`src/rtl/vqdm_pkg.sv`:
```
package vqdm_pkg;

    localparam logic [1:0] CMD_ALLOC    = 2'd0;
    localparam logic [1:0] CMD_PUBLISH  = 2'd1;
    localparam logic [1:0] CMD_RELEASE  = 2'd2;
    localparam logic [1:0] CMD_COMPLETE = 2'd3;

    localparam logic [1:0] ST_OK       = 2'd0;
    localparam logic [1:0] ST_NO_FREE  = 2'd1;
    localparam logic [1:0] ST_RANGE    = 2'd2;
    localparam logic [1:0] ST_TOO_LONG = 2'd3;

    localparam logic REG_QSIZE = 1'b0;
    localparam logic REG_AUTO  = 1'b1;

    localparam logic [1:0] FLAG_NEXT = 2'b01;

    // controller to datapath
    typedef struct packed {
        logic start;      // latch item, begin lookup
        logic rebuild;    // start table rebuild sweep
        logic alloc;      // commit allocate
        logic publish;    // commit publish
        logic walk_step;  // release current walk descriptor
        logic finish;     // capture result
    } vqdm_cmd_t;

    // datapath to controller
    typedef struct packed {
        logic       rebuild_busy;
        logic [1:0] cmd;
        logic       head_bad;
        logic       empty;
        logic       walk;       // command wants a chain walk
        logic       walk_done;  // current step ends the walk
    } vqdm_stat_t;

endpackage

```
`src/rtl/vqdm_datapath.sv`:
```
module vqdm_datapath
    import vqdm_pkg::*;
#(
    parameter int QUEUE_DEPTH = 256
) (
    input  logic        clk,
    input  logic        rst_n,
    input  vqdm_cmd_t   ctl,
    output vqdm_stat_t  stat,
    input  logic        cfg_we,
    input  logic        cfg_index,
    input  logic [3:0]  cfg_data,
    input  logic [1:0]  command,
    input  logic [63:0] buf_addr,
    input  logic [31:0] buf_len,
    input  logic [1:0]  desc_flags,
    input  logic [7:0]  next_index,
    input  logic [7:0]  desc_index,
    input  logic [31:0] used_len,
    output logic [1:0]  status,
    output logic [7:0]  index,
    output logic [31:0] length,
    output logic [8:0]  released,
    output logic [8:0]  free_count,
    output logic [15:0] avail_idx
);

    localparam int TD = (QUEUE_DEPTH < 256) ? QUEUE_DEPTH : 256;
    localparam int TW = $clog2(TD);

    logic [63:0] addr_mem [TD];
    logic [31:0] len_mem  [TD];
    logic [1:0]  flag_mem [TD];
    logic [7:0]  link_mem [TD];
    logic [7:0]  ring_mem [TD];

    logic [3:0]  qlog_reg;
    logic        auto_reg;
    logic [8:0]  n_val;
    logic [7:0]  mask;
    logic        rb_busy_reg;
    logic [TW-1:0] rb_ptr_reg;

    logic [1:0]  cmd_reg;
    logic [63:0] addr_reg;
    logic [31:0] blen_reg;
    logic [1:0]  fl_reg;
    logic [7:0]  nx_reg;
    logic [7:0]  head_reg;
    logic [31:0] ulen_reg;

    logic [7:0]  free_head_reg;
    logic [8:0]  free_total_reg;
    logic [15:0] prod_reg;
    logic [7:0]  cur_reg;
    logic [8:0]  cnt_reg;
    logic [1:0]  wst_reg;
    logic        cur_more, link_bad, self_long;
    logic [7:0]  cur_link;
    logic [1:0]  cur_flag;
    logic [7:0]  pop_idx;
    logic [7:0]  slot;
    logic [7:0]  rd_addr;
    logic [1:0]  rd_flag_reg;
    logic [7:0]  rd_link_reg;

    logic [1:0]  res_status;
    logic [7:0]  res_index;
    logic [31:0] res_length;
    logic [8:0]  res_released;

    // descriptors in use for a queue_size_log2 value
    function automatic logic [8:0] n_of(input logic [3:0] l);
        logic [3:0] c;
        logic [8:0] n;
        c = l;
        if (c < 4'd1) c = 4'd1;
        if (c > 4'd8) c = 4'd8;
        n = 9'd1 << c;
        if (n > 9'(TD)) n = 9'(TD);
        return n;
    endfunction

    assign n_val = n_of(qlog_reg);
    assign mask  = 8'(n_val - 9'd1);

    // table read port: next walk link while walking, else pop index or walk head
    assign pop_idx  = free_head_reg & mask;
    assign slot     = prod_reg[7:0] & mask;
    assign rd_addr  = ctl.walk_step ? rd_link_reg :
                      ((cmd_reg == CMD_ALLOC) ? pop_idx : cur_reg);
    assign cur_flag = rd_flag_reg;
    assign cur_link = rd_link_reg;
    assign cur_more = (cur_flag & FLAG_NEXT) != 2'b00;
    assign link_bad = {1'b0, cur_link} >= n_val;
    assign self_long = (cur_link == cur_reg) || ((cnt_reg + 9'd1) >= n_val);

    assign stat.rebuild_busy = rb_busy_reg;
    assign stat.cmd       = cmd_reg;
    assign stat.head_bad  = {1'b0, head_reg} >= n_val;
    assign stat.empty     = free_total_reg == 9'd0;
    assign stat.walk      = (cmd_reg == CMD_RELEASE) || auto_reg;
    assign stat.walk_done = !cur_more || link_bad || self_long;

    always_ff @(posedge clk or negedge rst_n)
    begin
        if (!rst_n)
        begin
            qlog_reg       <= 4'd8;
            auto_reg       <= 1'b1;
            rb_busy_reg    <= 1'b1;
            rb_ptr_reg     <= '0;
            free_head_reg  <= '0;
            free_total_reg <= 9'(TD);
            prod_reg       <= '0;
        end
        else
        begin
            if (cfg_we && cfg_index == REG_QSIZE)
            begin
                qlog_reg <= cfg_data;
            end
            if (cfg_we && cfg_index == REG_AUTO)
            begin
                auto_reg <= cfg_data[0];
            end
            if (ctl.rebuild)
            begin
                rb_busy_reg    <= 1'b1;
                rb_ptr_reg     <= '0;
                free_head_reg  <= '0;
                free_total_reg <= n_of(cfg_data);
                prod_reg       <= '0;
            end
            else
            begin
                if (rb_busy_reg)
                begin
                    rb_ptr_reg <= rb_ptr_reg + 1'b1;
                    if (rb_ptr_reg == TW'(TD - 1)) rb_busy_reg <= 1'b0;
                end
                if (ctl.alloc && free_total_reg != 9'd0)
                begin
                    free_head_reg  <= rd_link_reg;
                    free_total_reg <= free_total_reg - 9'd1;
                end
                else if (ctl.walk_step)
                begin
                    free_head_reg <= cur_reg;
                    if (free_total_reg < n_val) free_total_reg <= free_total_reg + 9'd1;
                end
                if (ctl.publish && !stat.head_bad)
                begin
                    prod_reg <= prod_reg + 16'd1;
                end
            end
        end
    end

    // descriptor table and ring, one write port each
    always_ff @(posedge clk)
    begin
        if (rb_busy_reg)
        begin
            flag_mem[rb_ptr_reg] <= FLAG_NEXT;
            link_mem[rb_ptr_reg] <= 8'({1'b0, rb_ptr_reg} + 1);
        end
        else if (ctl.alloc && free_total_reg != 9'd0)
        begin
            addr_mem[pop_idx[TW-1:0]] <= addr_reg;
            len_mem[pop_idx[TW-1:0]]  <= blen_reg;
            flag_mem[pop_idx[TW-1:0]] <= fl_reg;
            link_mem[pop_idx[TW-1:0]] <= nx_reg;
        end
        else if (ctl.walk_step)
        begin
            flag_mem[cur_reg[TW-1:0]] <= FLAG_NEXT;
            link_mem[cur_reg[TW-1:0]] <= free_head_reg;
        end
        if (ctl.publish && !stat.head_bad)
        begin
            ring_mem[slot[TW-1:0]] <= head_reg;
        end
    end

    // registered table read
    always_ff @(posedge clk)
    begin
        rd_flag_reg <= flag_mem[rd_addr[TW-1:0]];
        rd_link_reg <= link_mem[rd_addr[TW-1:0]];
    end

    always_comb
    begin
        res_status   = ST_OK;
        res_index    = '0;
        res_length   = '0;
        res_released = '0;
        case (cmd_reg)
            CMD_ALLOC:
            begin
                if (stat.empty) res_status = ST_NO_FREE;
                else res_index = pop_idx;
            end
            CMD_PUBLISH:
            begin
                if (stat.head_bad) res_status = ST_RANGE;
                else res_index = slot;
            end
            default:
            begin
                res_index = head_reg;
                if (cmd_reg == CMD_COMPLETE) res_length = ulen_reg;
                if (stat.head_bad) res_status = ST_RANGE;
                else if (stat.walk)
                begin
                    res_status   = wst_reg;
                    res_released = cnt_reg;
                end
            end
        endcase
    end

    always_ff @(posedge clk)
    begin
        if (ctl.start)
        begin
            cmd_reg  <= command;
            addr_reg <= buf_addr;
            blen_reg <= buf_len;
            fl_reg   <= desc_flags;
            nx_reg   <= next_index;
            head_reg <= desc_index;
            ulen_reg <= used_len;
            cur_reg  <= desc_index;
            cnt_reg  <= '0;
            wst_reg  <= ST_OK;
        end
        else if (ctl.walk_step)
        begin
            cnt_reg <= cnt_reg + 9'd1;
            cur_reg <= cur_link;
            if (!cur_more) wst_reg <= ST_OK;
            else if (link_bad) wst_reg <= ST_RANGE;
            else if (self_long) wst_reg <= ST_TOO_LONG;
        end
        if (ctl.finish)
        begin
            index    <= res_index;
            length   <= res_length;
            released <= res_released;
            status   <= res_status;
        end
    end

    // totals reflect commits made in the finish cycle
    always_ff @(posedge clk)
    begin
        if (ctl.finish)
        begin
            free_count <= (cmd_reg == CMD_ALLOC && !stat.empty) ?
                          free_total_reg - 9'd1 : free_total_reg;
            avail_idx  <= (cmd_reg == CMD_PUBLISH && !stat.head_bad) ?
                          prod_reg + 16'd1 : prod_reg;
        end
    end

endmodule

```
`src/rtl/vqdm_ctrl.sv`:
```
module vqdm_ctrl
    import vqdm_pkg::*;
(
    input  logic       clk,
    input  logic       rst_n,
    input  logic       in_valid,
    output logic       in_ready,
    output logic       out_valid,
    input  logic       out_ready,
    input  logic       cfg_qsize_we,
    input  vqdm_stat_t stat,
    output vqdm_cmd_t  ctl
);

    localparam logic [1:0] S_IDLE = 2'd0;
    localparam logic [1:0] S_EXEC = 2'd1;
    localparam logic [1:0] S_WALK = 2'd2;
    localparam logic [1:0] S_DONE = 2'd3;

    logic [1:0] state_reg, state_next;
    logic       ov_reg, ov_next;

    assign out_valid = ov_reg;
    assign in_ready  = (state_reg == S_IDLE) && !stat.rebuild_busy && !cfg_qsize_we;

    always_comb
    begin
        state_next = state_reg;
        ov_next    = ov_reg && !out_ready;
        ctl        = '0;
        ctl.rebuild = cfg_qsize_we;
        case (state_reg)
            S_IDLE:
            begin
                if (in_valid && in_ready)
                begin
                    ctl.start  = 1'b1;
                    state_next = S_EXEC;
                end
            end
            S_EXEC:
            begin
                if (stat.cmd[1] && !stat.head_bad && stat.walk) state_next = S_WALK;
                else state_next = S_DONE;
            end
            S_WALK:
            begin
                ctl.walk_step = 1'b1;
                if (stat.walk_done) state_next = S_DONE;
            end
            S_DONE:
            begin
                // wait for the result register to be free
                if (!ov_reg || out_ready)
                begin
                    ctl.finish  = 1'b1;
                    ctl.alloc   = stat.cmd == CMD_ALLOC;
                    ctl.publish = stat.cmd == CMD_PUBLISH;
                    ov_next     = 1'b1;
                    state_next  = S_IDLE;
                end
            end
            default: state_next = S_IDLE;
        endcase
    end

    always_ff @(posedge clk or negedge rst_n)
    begin
        if (!rst_n)
        begin
            state_reg <= S_IDLE;
            ov_reg    <= 1'b0;
        end
        else
        begin
            state_reg <= state_next;
            ov_reg    <= ov_next;
        end
    end

endmodule

```
`src/rtl/virtqueue_descriptor_manager.sv`:
```
// channel | signals                               | direction
// input   | in_valid/in_ready + command fields    | into block
// result  | out_valid/out_ready + status fields   | out of block
// config  | cfg_valid/cfg_ready, cfg_index/data   | into block
// allocate and publish: accept, then EXEC, then DONE, which registers the result; input is taken again in IDLE
// release and complete: EXEC, then a chain walk in WALK at one descriptor per cycle, then DONE;
// the walk runs for release, or for complete with auto release set, when the head is in range
// after reset, or a queue_size_log2 write, a rebuild sweep over min(QUEUE_DEPTH, 256)
// table entries (256 by default) holds off input
// a stalled result holds in its output register; the next item is accepted meanwhile
module virtqueue_descriptor_manager
    import vqdm_pkg::*;
#(
    parameter int QUEUE_DEPTH = 256
) (
    input  logic        clk,
    input  logic        rst_n,
    input  logic        in_valid,
    output logic        in_ready,
    input  logic [1:0]  command,
    input  logic [63:0] buf_addr,
    input  logic [31:0] buf_len,
    input  logic [1:0]  desc_flags,
    input  logic [7:0]  next_index,
    input  logic [7:0]  desc_index,
    input  logic [31:0] used_len,
    output logic        out_valid,
    input  logic        out_ready,
    output logic [1:0]  status,
    output logic [7:0]  index,
    output logic [31:0] length,
    output logic [8:0]  released,
    output logic [8:0]  free_count,
    output logic [15:0] avail_idx,
    input  logic        cfg_valid,
    output logic        cfg_ready,
    input  logic        cfg_index,
    input  logic [3:0]  cfg_data
);

    vqdm_cmd_t  ctl;
    vqdm_stat_t stat;
    logic       cfg_we;

    // config transactions always taken
    assign cfg_ready = 1'b1;
    assign cfg_we    = cfg_valid;

    vqdm_ctrl u_ctrl (
        .clk          (clk),
        .rst_n        (rst_n),
        .in_valid     (in_valid),
        .in_ready     (in_ready),
        .out_valid    (out_valid),
        .out_ready    (out_ready),
        .cfg_qsize_we (cfg_we && cfg_index == REG_QSIZE),
        .stat         (stat),
        .ctl          (ctl)
    );

    vqdm_datapath #(.QUEUE_DEPTH(QUEUE_DEPTH)) u_dp (
        .clk        (clk),
        .rst_n      (rst_n),
        .ctl        (ctl),
        .stat       (stat),
        .cfg_we     (cfg_we),
        .cfg_index  (cfg_index),
        .cfg_data   (cfg_data),
        .command    (command),
        .buf_addr   (buf_addr),
        .buf_len    (buf_len),
        .desc_flags (desc_flags),
        .next_index (next_index),
        .desc_index (desc_index),
        .used_len   (used_len),
        .status     (status),
        .index      (index),
        .length     (length),
        .released   (released),
        .free_count (free_count),
        .avail_idx  (avail_idx)
    );

endmodule

```
`config.mk`:
```
export PLATFORM = sky130hd
export DESIGN_NAME = virtqueue_descriptor_manager
export DESIGN_NICKNAME = d
export VERILOG_FILES = /design/src/rtl/vqdm_pkg.sv /design/src/rtl/vqdm_datapath.sv /design/src/rtl/vqdm_ctrl.sv /design/src/rtl/virtqueue_descriptor_manager.sv
export SDC_FILE = /design/constraint.sdc
export NUM_CORES = 2
export LEC_CHECK = 0
export BUFFER_PORTS_ARGS = -buffer_cell sky130_fd_sc_hd__buf_2
export CAP_MARGIN = 25
export CORE_MARGIN = 2
export CORE_UTILIZATION = 30
export DETAILED_ROUTE_END_ITERATION = 12
export SYNTH_ARGS = -nofsm -noshare
export SYNTH_HDL_FRONTEND = slang
export SYNTH_SLANG_ARGS = --single-unit
```
`constraint.sdc`:
```
create_clock -name clk -period 17.3 [get_ports clk]
set_input_delay 0.865 -clock clk [delete_from_list [all_inputs] [get_ports clk]]
set_output_delay 0.865 -clock clk [all_outputs]
set_load 0.05 [all_outputs]
```
After elaboration in Yosys (flattened, before gate mapping)
Memories as Yosys holds them, arrays and structs flattened. A register that Yosys moved wholly into a read port is not among the register bits.
Index checks and enable logic that the tools add are counted.

word-level totals
  register bits = 197
  memory bits (writable) = 2560
  output and inout bits = 79
  logic and storage cells = 177
  memories kept = 2

memories
  memory         depth  bits a word  rd ports  clocked after memory_dff  write ports  RTL line             source
  u_dp.link_mem  256    8            1         1                         1            vqdm_datapath.sv:34  logic [7:0] link_mem [TD];
  u_dp.flag_mem  256    2            1         1                         1            vqdm_datapath.sv:33  logic [1:0] flag_mem [TD];

cells by class
  add/subtract/negate cells = 7
  magnitude comparators = 10
  eq/ne operators = 12
  shift operators = 2
  mux-type cells = 74
  bitwise gates (word level) = 5
  reductions and logical operators = 42

operators by type and width
  cell                     count
  $mux W8                  17
  $mux W9                  7
  $mux W16                 3
  $mux W2                  13
  $mux W1                  25
  $mux W4                  6
  $add A9 B1 Y9 const B    2
  $ge A8 B9 Y1             2
  $gt A9 B9 Y1 const B     2
  $shl A1 B4 Y9 const A    2
  $add A16 B1 Y16 const B  1
  $add A8 B1 Y8 const B    2
  $and A8 B8 Y8            2
  $pmux W8 S2              1
  $reduce_or A8 Y1         2
  $logic_and A1 B1 Y1      12
  $ge A9 B9 Y1             1
  $logic_not A9 Y1         1
  $lt A9 B9 Y1             1
  $reduce_bool A9 Y1       1
  $sub A9 B1 Y9 const B    1
  $eq A2 B2 Y1 const B     4
  $eq A8 B8 Y1             1
  $eq A8 B8 Y1 const B     1
  other kinds (20)         42

Longest topological paths before layout
  depth in word-level cells = 13
  mapped depth = 17

Modules after synthesis
Synthesis repeated with hierarchy kept, for this count alone.

second synthesis, totals
  cell total of the unflattened synthesis = 7696
  area, all modules = 101877.7 um^2

by module, submodules not included
  module                        instances  cells each  area an instance (um^2)  sequential area each (um^2)
  vqdm_datapath                 1          7666        101593.7                 74821.8
  vqdm_ctrl                     1          27          259.0                    75.1
  virtqueue_descriptor_manager  1          3           25.0                     0.0

Worst setup path after synthesis
No wires, ideal clock.

  kind = flip-flop to flip-flop
  from = register u_dp.free_total_reg[0]
  to = memory u_dp.link_mem[0][1], data pin
  arrival = 12.097 ns
  path slack = 3.016 ns
  stages on the path, launching flop included = 10
  buffers on the path = 2
  period minus slack after synthesis = 14.284 ns
  cell sequence = dfrtp_1 > inv_1 > ha_1 > nor3b_1 > a41o_1 > nor2_1 > buf_2 > buf_1 > mux2i_1 > o21ai_0

on the way
  longest elaborated chain between the ends = 8
  elaborated cells on any way between the ends = 12
  classes of those cells = mux (8); reduce/logical (4)

ends and longest elaborated chain
  what                               RTL line              source
  start, declared                    vqdm_datapath.sv:53   logic [8:0] free_total_reg;
  start signal, assigned             vqdm_datapath.sv:114  free_total_reg <= 9'(TD);
  start signal, assigned             vqdm_datapath.sv:132  free_total_reg <= n_of(cfg_data);
  start signal, assigned             vqdm_datapath.sv:145  free_total_reg <= free_total_reg - 9'd1;
  $reduce_bool A9 Y1 (*)             vqdm_datapath.sv:168  else if (ctl.alloc && free_total_reg != 9'd0)
  $logic_and A1 B1 Y1 (*)            vqdm_datapath.sv:168
  $mux W1                            vqdm_datapath.sv:168
  $mux W1                            vqdm_datapath.sv:163  if (rb_busy_reg)
  $mux W1                            n/a
  $reduce_or A8 Y1 (no source line)  n/a
  $mux W8 (no source line)           n/a
  $mux W8 (no source line) (*)       n/a
  end, declared                      vqdm_datapath.sv:34

Every way passes the cells marked *; elsewhere a longest branch is shown, timed or not.

Worst setup path after layout
  from = register u_dp.qlog_reg[3]
  to = register u_dp.rd_link_reg[2] (netlist: u_dp.cur_link[2]) (read register of u_dp.link_mem)

on the way
  longest elaborated chain between the ends = 11

ends and longest elaborated chain
  what                    RTL line              source
  start, declared         vqdm_datapath.sv:37   logic [3:0] qlog_reg;
  start signal, assigned  vqdm_datapath.sv:121  qlog_reg <= cfg_data;
  $lt A4 B1 Y1            vqdm_datapath.sv:77   if (c < 4'd1) c = 4'd1;
  $mux W4 (*)             vqdm_datapath.sv:77
  $gt A4 B4 Y1            vqdm_datapath.sv:78   if (c > 4'd8) c = 4'd8;
  $mux W4 (*)             vqdm_datapath.sv:78
  $shl A1 B4 Y9 (*)       vqdm_datapath.sv:79   n = 9'd1 << c;
  $gt A9 B9 Y1            vqdm_datapath.sv:80   if (n > 9'(TD)) n = 9'(TD);
  $mux W9 (*)             vqdm_datapath.sv:80
  $sub A8 B1 Y8 (*)       vqdm_datapath.sv:85   assign mask = 8'(n_val - 9'd1);
  $and A8 B8 Y8 (*)       vqdm_datapath.sv:88   assign pop_idx = free_head_reg & mask;
  $mux W8 (*)             vqdm_datapath.sv:91   ((cmd_reg == CMD_ALLOC) ? pop_idx : cur_reg);
  $mux W8 (*)             vqdm_datapath.sv:90   assign rd_addr = ctl.walk_step ? rd_link_reg :
  end, declared           vqdm_datapath.sv:65   logic [7:0] rd_link_reg;

Marks and branches as above.
A chain may end at the register's enable or synchronous reset.

==> summary.md <==
| Metric | Value |
|---|---|
| # hold bufs at CTS | 0 |
| Status | completed |
| Final min period | 7.304 ns |
| Seq/Total Area, Yosys | 74.80% |
| Worst Setup End Kind | register |
| Sw Ratio | 36.27% |
| Vias in the first global route | 56,210 |
| Clk Latency, worst-skew pair | 0.89 ns |
| Startpoint types | register |
| Ys Warns | 0 |
| Largest registers | u_dp.link_mem x2048, u_dp.flag_mem x256 |
| R2r setup slk | 10.0 ns |
| R2R Path End | u_dp.cur_link[2] |
| Critical Path RT | 18.06 ns |
| Largest cells by area after synthesis | edfxtp_1 73%, mux2i_1 6.2%, nand2_1 4.7%, nand3_1 2.3%, o22ai_1 1.7% |
| Net total in the final layout | 7,195 |
| Combinational share of power | 32.7% |
| Max Cap Viol | 0 |
| Crit share post-route | 42.22% |
| Cell area after synthesis | 100,100 um2 |
| Cell family with most CP delay | buffers and inverters |
| ANT nets after route | 0 |
| Max VDD drop | 0.2372 mV |
| WS Path Type | register to register |
| Worst r2r src | u_dp.qlog_reg[3] |
| Vias | 58,430 |
| Vias/cell | 5.039 |
| Ys flop type | edfxtp_1 |
| Top cell by count, worst path | buf_4 |
| DIE HEIGHT | 581.7 um |
| Share of cells above drive strength 1 | 9.120% |
| Dominant cell type by area after synthesis | edfxtp_1 |
| CP Max Fanout | 120 |
| Post-CTS Setup Inserts | 0 |
| Async set or reset register ratio after synthesis | 1.993% |
| Synth cell types | 77 |
| Leak | 38.54 nW |
| Top reg by flops | u_dp.link_mem |
| Total GRT Usage | 14.51% |
| Avg WL per Cell | 21.97 um |
| Clock share of power | 27.9% |
| Total power | 18.61 mW |
| Drt total wl | 254,800 um |
| Post-cts sizing count | 0 |
| Critical path arrival | 8.06 ns |
| DR DRC count | 0 |
| Clk sinks | 2,509 |
| CTS tree | yes |
| Finished Cell Area | 113,700 um2 |
| Starting DRT DRC Count | 6,403 |
| Syn avg cell area | 14.47 um2 |
| Slowest cell on crit path | buf_4 |
| Fmax | 0.1369 GHz |
| Largest register FFs | 2,048 |
| Die area | 338,400 um2 |
| Worst Path Buf+Inv | 4 |
| Finished Layout Cells | 11,600 |
| CTS root buf | clkbuf_16 |
| Initial Util | 30.08% |
| Post-Syn Instances | 6,919 |
| Reg clk slew, reported paths | 0.07 ns |
| RSZ-0062 raised after global routing | no |
| Final Skew | 0.05416 ns |
| Net Switching | 6.751 mW |
| Post-Route Setup TNS | 0 ns |
| Placed cells | 11,120 |
| Fin. Hold Viols | 0 |
| Register share of total power | 39.4% |
| I/O Pins | 237 |
| Grt total ovfl | 0 |
| Crit-path max cell delay | 0.78 ns |
| Inserted Clock Buffers | 241 |
| Antenna violations before repair | 5 |
| Die Width | 581.7 um |
| Port bufs | 138 |
| Post-synth top area share | 73.15% |
| Worst slew margin | 8.427% |
| Post-DP HPWL | 147,400 um |
| PD cells | 163.7 nW/um2 |
| Yosys reg bits | 2,509 |
| Clock buffer depth | 3 |
| Pint | 11.86 mW |
| Pins Over Slew Limit | 0 |
| Final setup vio count | 0 |
| CP Cell Sequence | or3_1 -> ha_1 -> or4b_1 -> a31oi_4 -> buf_4 -> buf_12 -> buf_4 -> buf_4 -> mux2i_1 -> o22ai_1 -> o21ai_0 -> and4_1 -> a21oi_1 -> or4_1 |
| Largest net degree at the start of global routing | 209 |
| Level count of the clock H-tree | 4 |
| Dpl cell area | 105,700 um2 |
| Global placement routability congestion | 0.8652 |
| Post-synth EDFFs | 2,439 |
| Worst slew pin tran | 1.374 ns |
| First-pass GRT wire length | 372,600 um |
| Core area | 332,900 um2 |
| Area grow syn2layout | 13.60% |
| R2r worst-path depth | 14 |
| Drt pass-1 iters | 7 |
| Site Rows | 212 |
| Worst Hold Class | primary input to async pin |
power groups by stage:
stage          clock network, mW  logic [mW]  registers [mW]
2_1_floorplan                  0        3.75            7.87
5_1_grt                     5.50        6.48            7.35
3_5_place_dp                   0        6.04            7.46
3_3_place_gp                   0        5.96            7.45
4_1_cts                     5.27        6.06            7.33
6_report                    5.19        6.09            7.34
cells by family (layout without fill, tap and decap cells):
kind of cell / Yosys count / after routing / share of synthesized area [%]
compound gates: 809 / 809 / 5.268
xor+xnor: 74 / 74 / 0.6473
fa+ha+maj: 43 / 43 / 0.5373
buf+inv: 442 / 724 / 1.871
flops: 2509 / 2509 / 74.80
mux: 628 / 628 / 6.282
other cells: 2 / 9 / 0.007500
simple gates: 2412 / 2412 / 10.59
layer usage:
metal / GRT usage (%) / vias up / share of wire (%)
met4: 4.708 / 0 / 2.9
met1: 19.72 / 29360 / 42
met5: 0 / - / 0
li1: - / 26360 / -
met3: 2.417 / 387 / 7.4
met2: 23.59 / 2327 / 47
placed cells by master (no fill, tap or decap), types with 12 or more instances in the layout:
master     count
buf_2        139
a311oi_1      16
clkinv_1      56
dfrtp_1       46
clkbuf_1      46
nor3_1        16
dfxtp_1       20
buf_12        15
a21oi_1      110
a32oi_1       83
o21ai_0      136
a31oi_1       28
o211ai_1      14
and3_1        64
clkinv_2      58
inv_1         19
and2_1        20
and4_1        32
nand4_1      103
nor4_1        20
ha_1          42
xnor2_1       27
mux2i_1      625
a21o_1        12
nand2b_1      15
bufinv_16     23
buf_4         82
xor2_1        47
nand3_1      463
nand2_1     1242
nor2_1       367
o22ai_1      280
clkbuf_16    246
or4_1         12
edfxtp_1    2439
o21bai_1      31
per-stage QoR:
step / utilization, % / hold slack [ns] / setup slack [ns]
2_1_floorplan: - / 0.4435 / 3.016
3_3_place_gp: 31.73 / 0.4632 / 10.05
3_5_place_dp: 31.76 / 0.4626 / 10.04
4_1_cts: 34.10 / 0.08773 / 10.02
5_1_grt: 34.17 / 0.1155 / 9.663
6_report: 34.17 / 0.1261 / 9.996
cells in the mapped netlist (all sizes together), types with 14 or more instances:
cell type and n:
o211ai 14, xnor2 27, nor2 371, nand2 1248, buf 173, edfxtp 2439
and2 21, o22ai 280, clkbuf 248, xor2 47, dfxtp 20, nor4 20
dfrtp 46, ha 43, nand4 103, a311oi 17, a21oi 112, o21bai 31
nand2b 15, inv 21, a32oi 84, mux2i 625, nor3 19, a31oi 29
and4 32, o21ai 144, and3 64, nand3 467
worst max-delay path by stage:
stage                                      start                  end  slack, ns  cells after the start
after global routing            u_dp.qlog_reg[3]     u_dp.cur_link[2]       9.66                     14
after floorplan           u_dp.free_total_reg[0]  u_dp.link_mem[0][1]       3.02                      9
after global placement          u_dp.qlog_reg[3]     u_dp.cur_link[2]      10.05                     14
after detailed placement        u_dp.qlog_reg[3]     u_dp.cur_link[2]      10.04                     14
final                           u_dp.qlog_reg[3]     u_dp.cur_link[2]       10.0                     14
after CTS                       u_dp.qlog_reg[3]     u_dp.cur_link[2]      10.02                     14
cell type report:
type | instances | area (um2)
clock inverters | 159 | 1436
diodes | 4 | 10.01
clock buffers | 294 | 6356
inverters | 21 | 78.83
flip-flops and latches | 2509 | 74900
multi-input cells | 3971 | 23630
well taps | 4387 | 5489
fillers | 31690 | 219200
repair buffers | 250 | 1846
No activity file was read; power rests on OpenSTA's default activity.
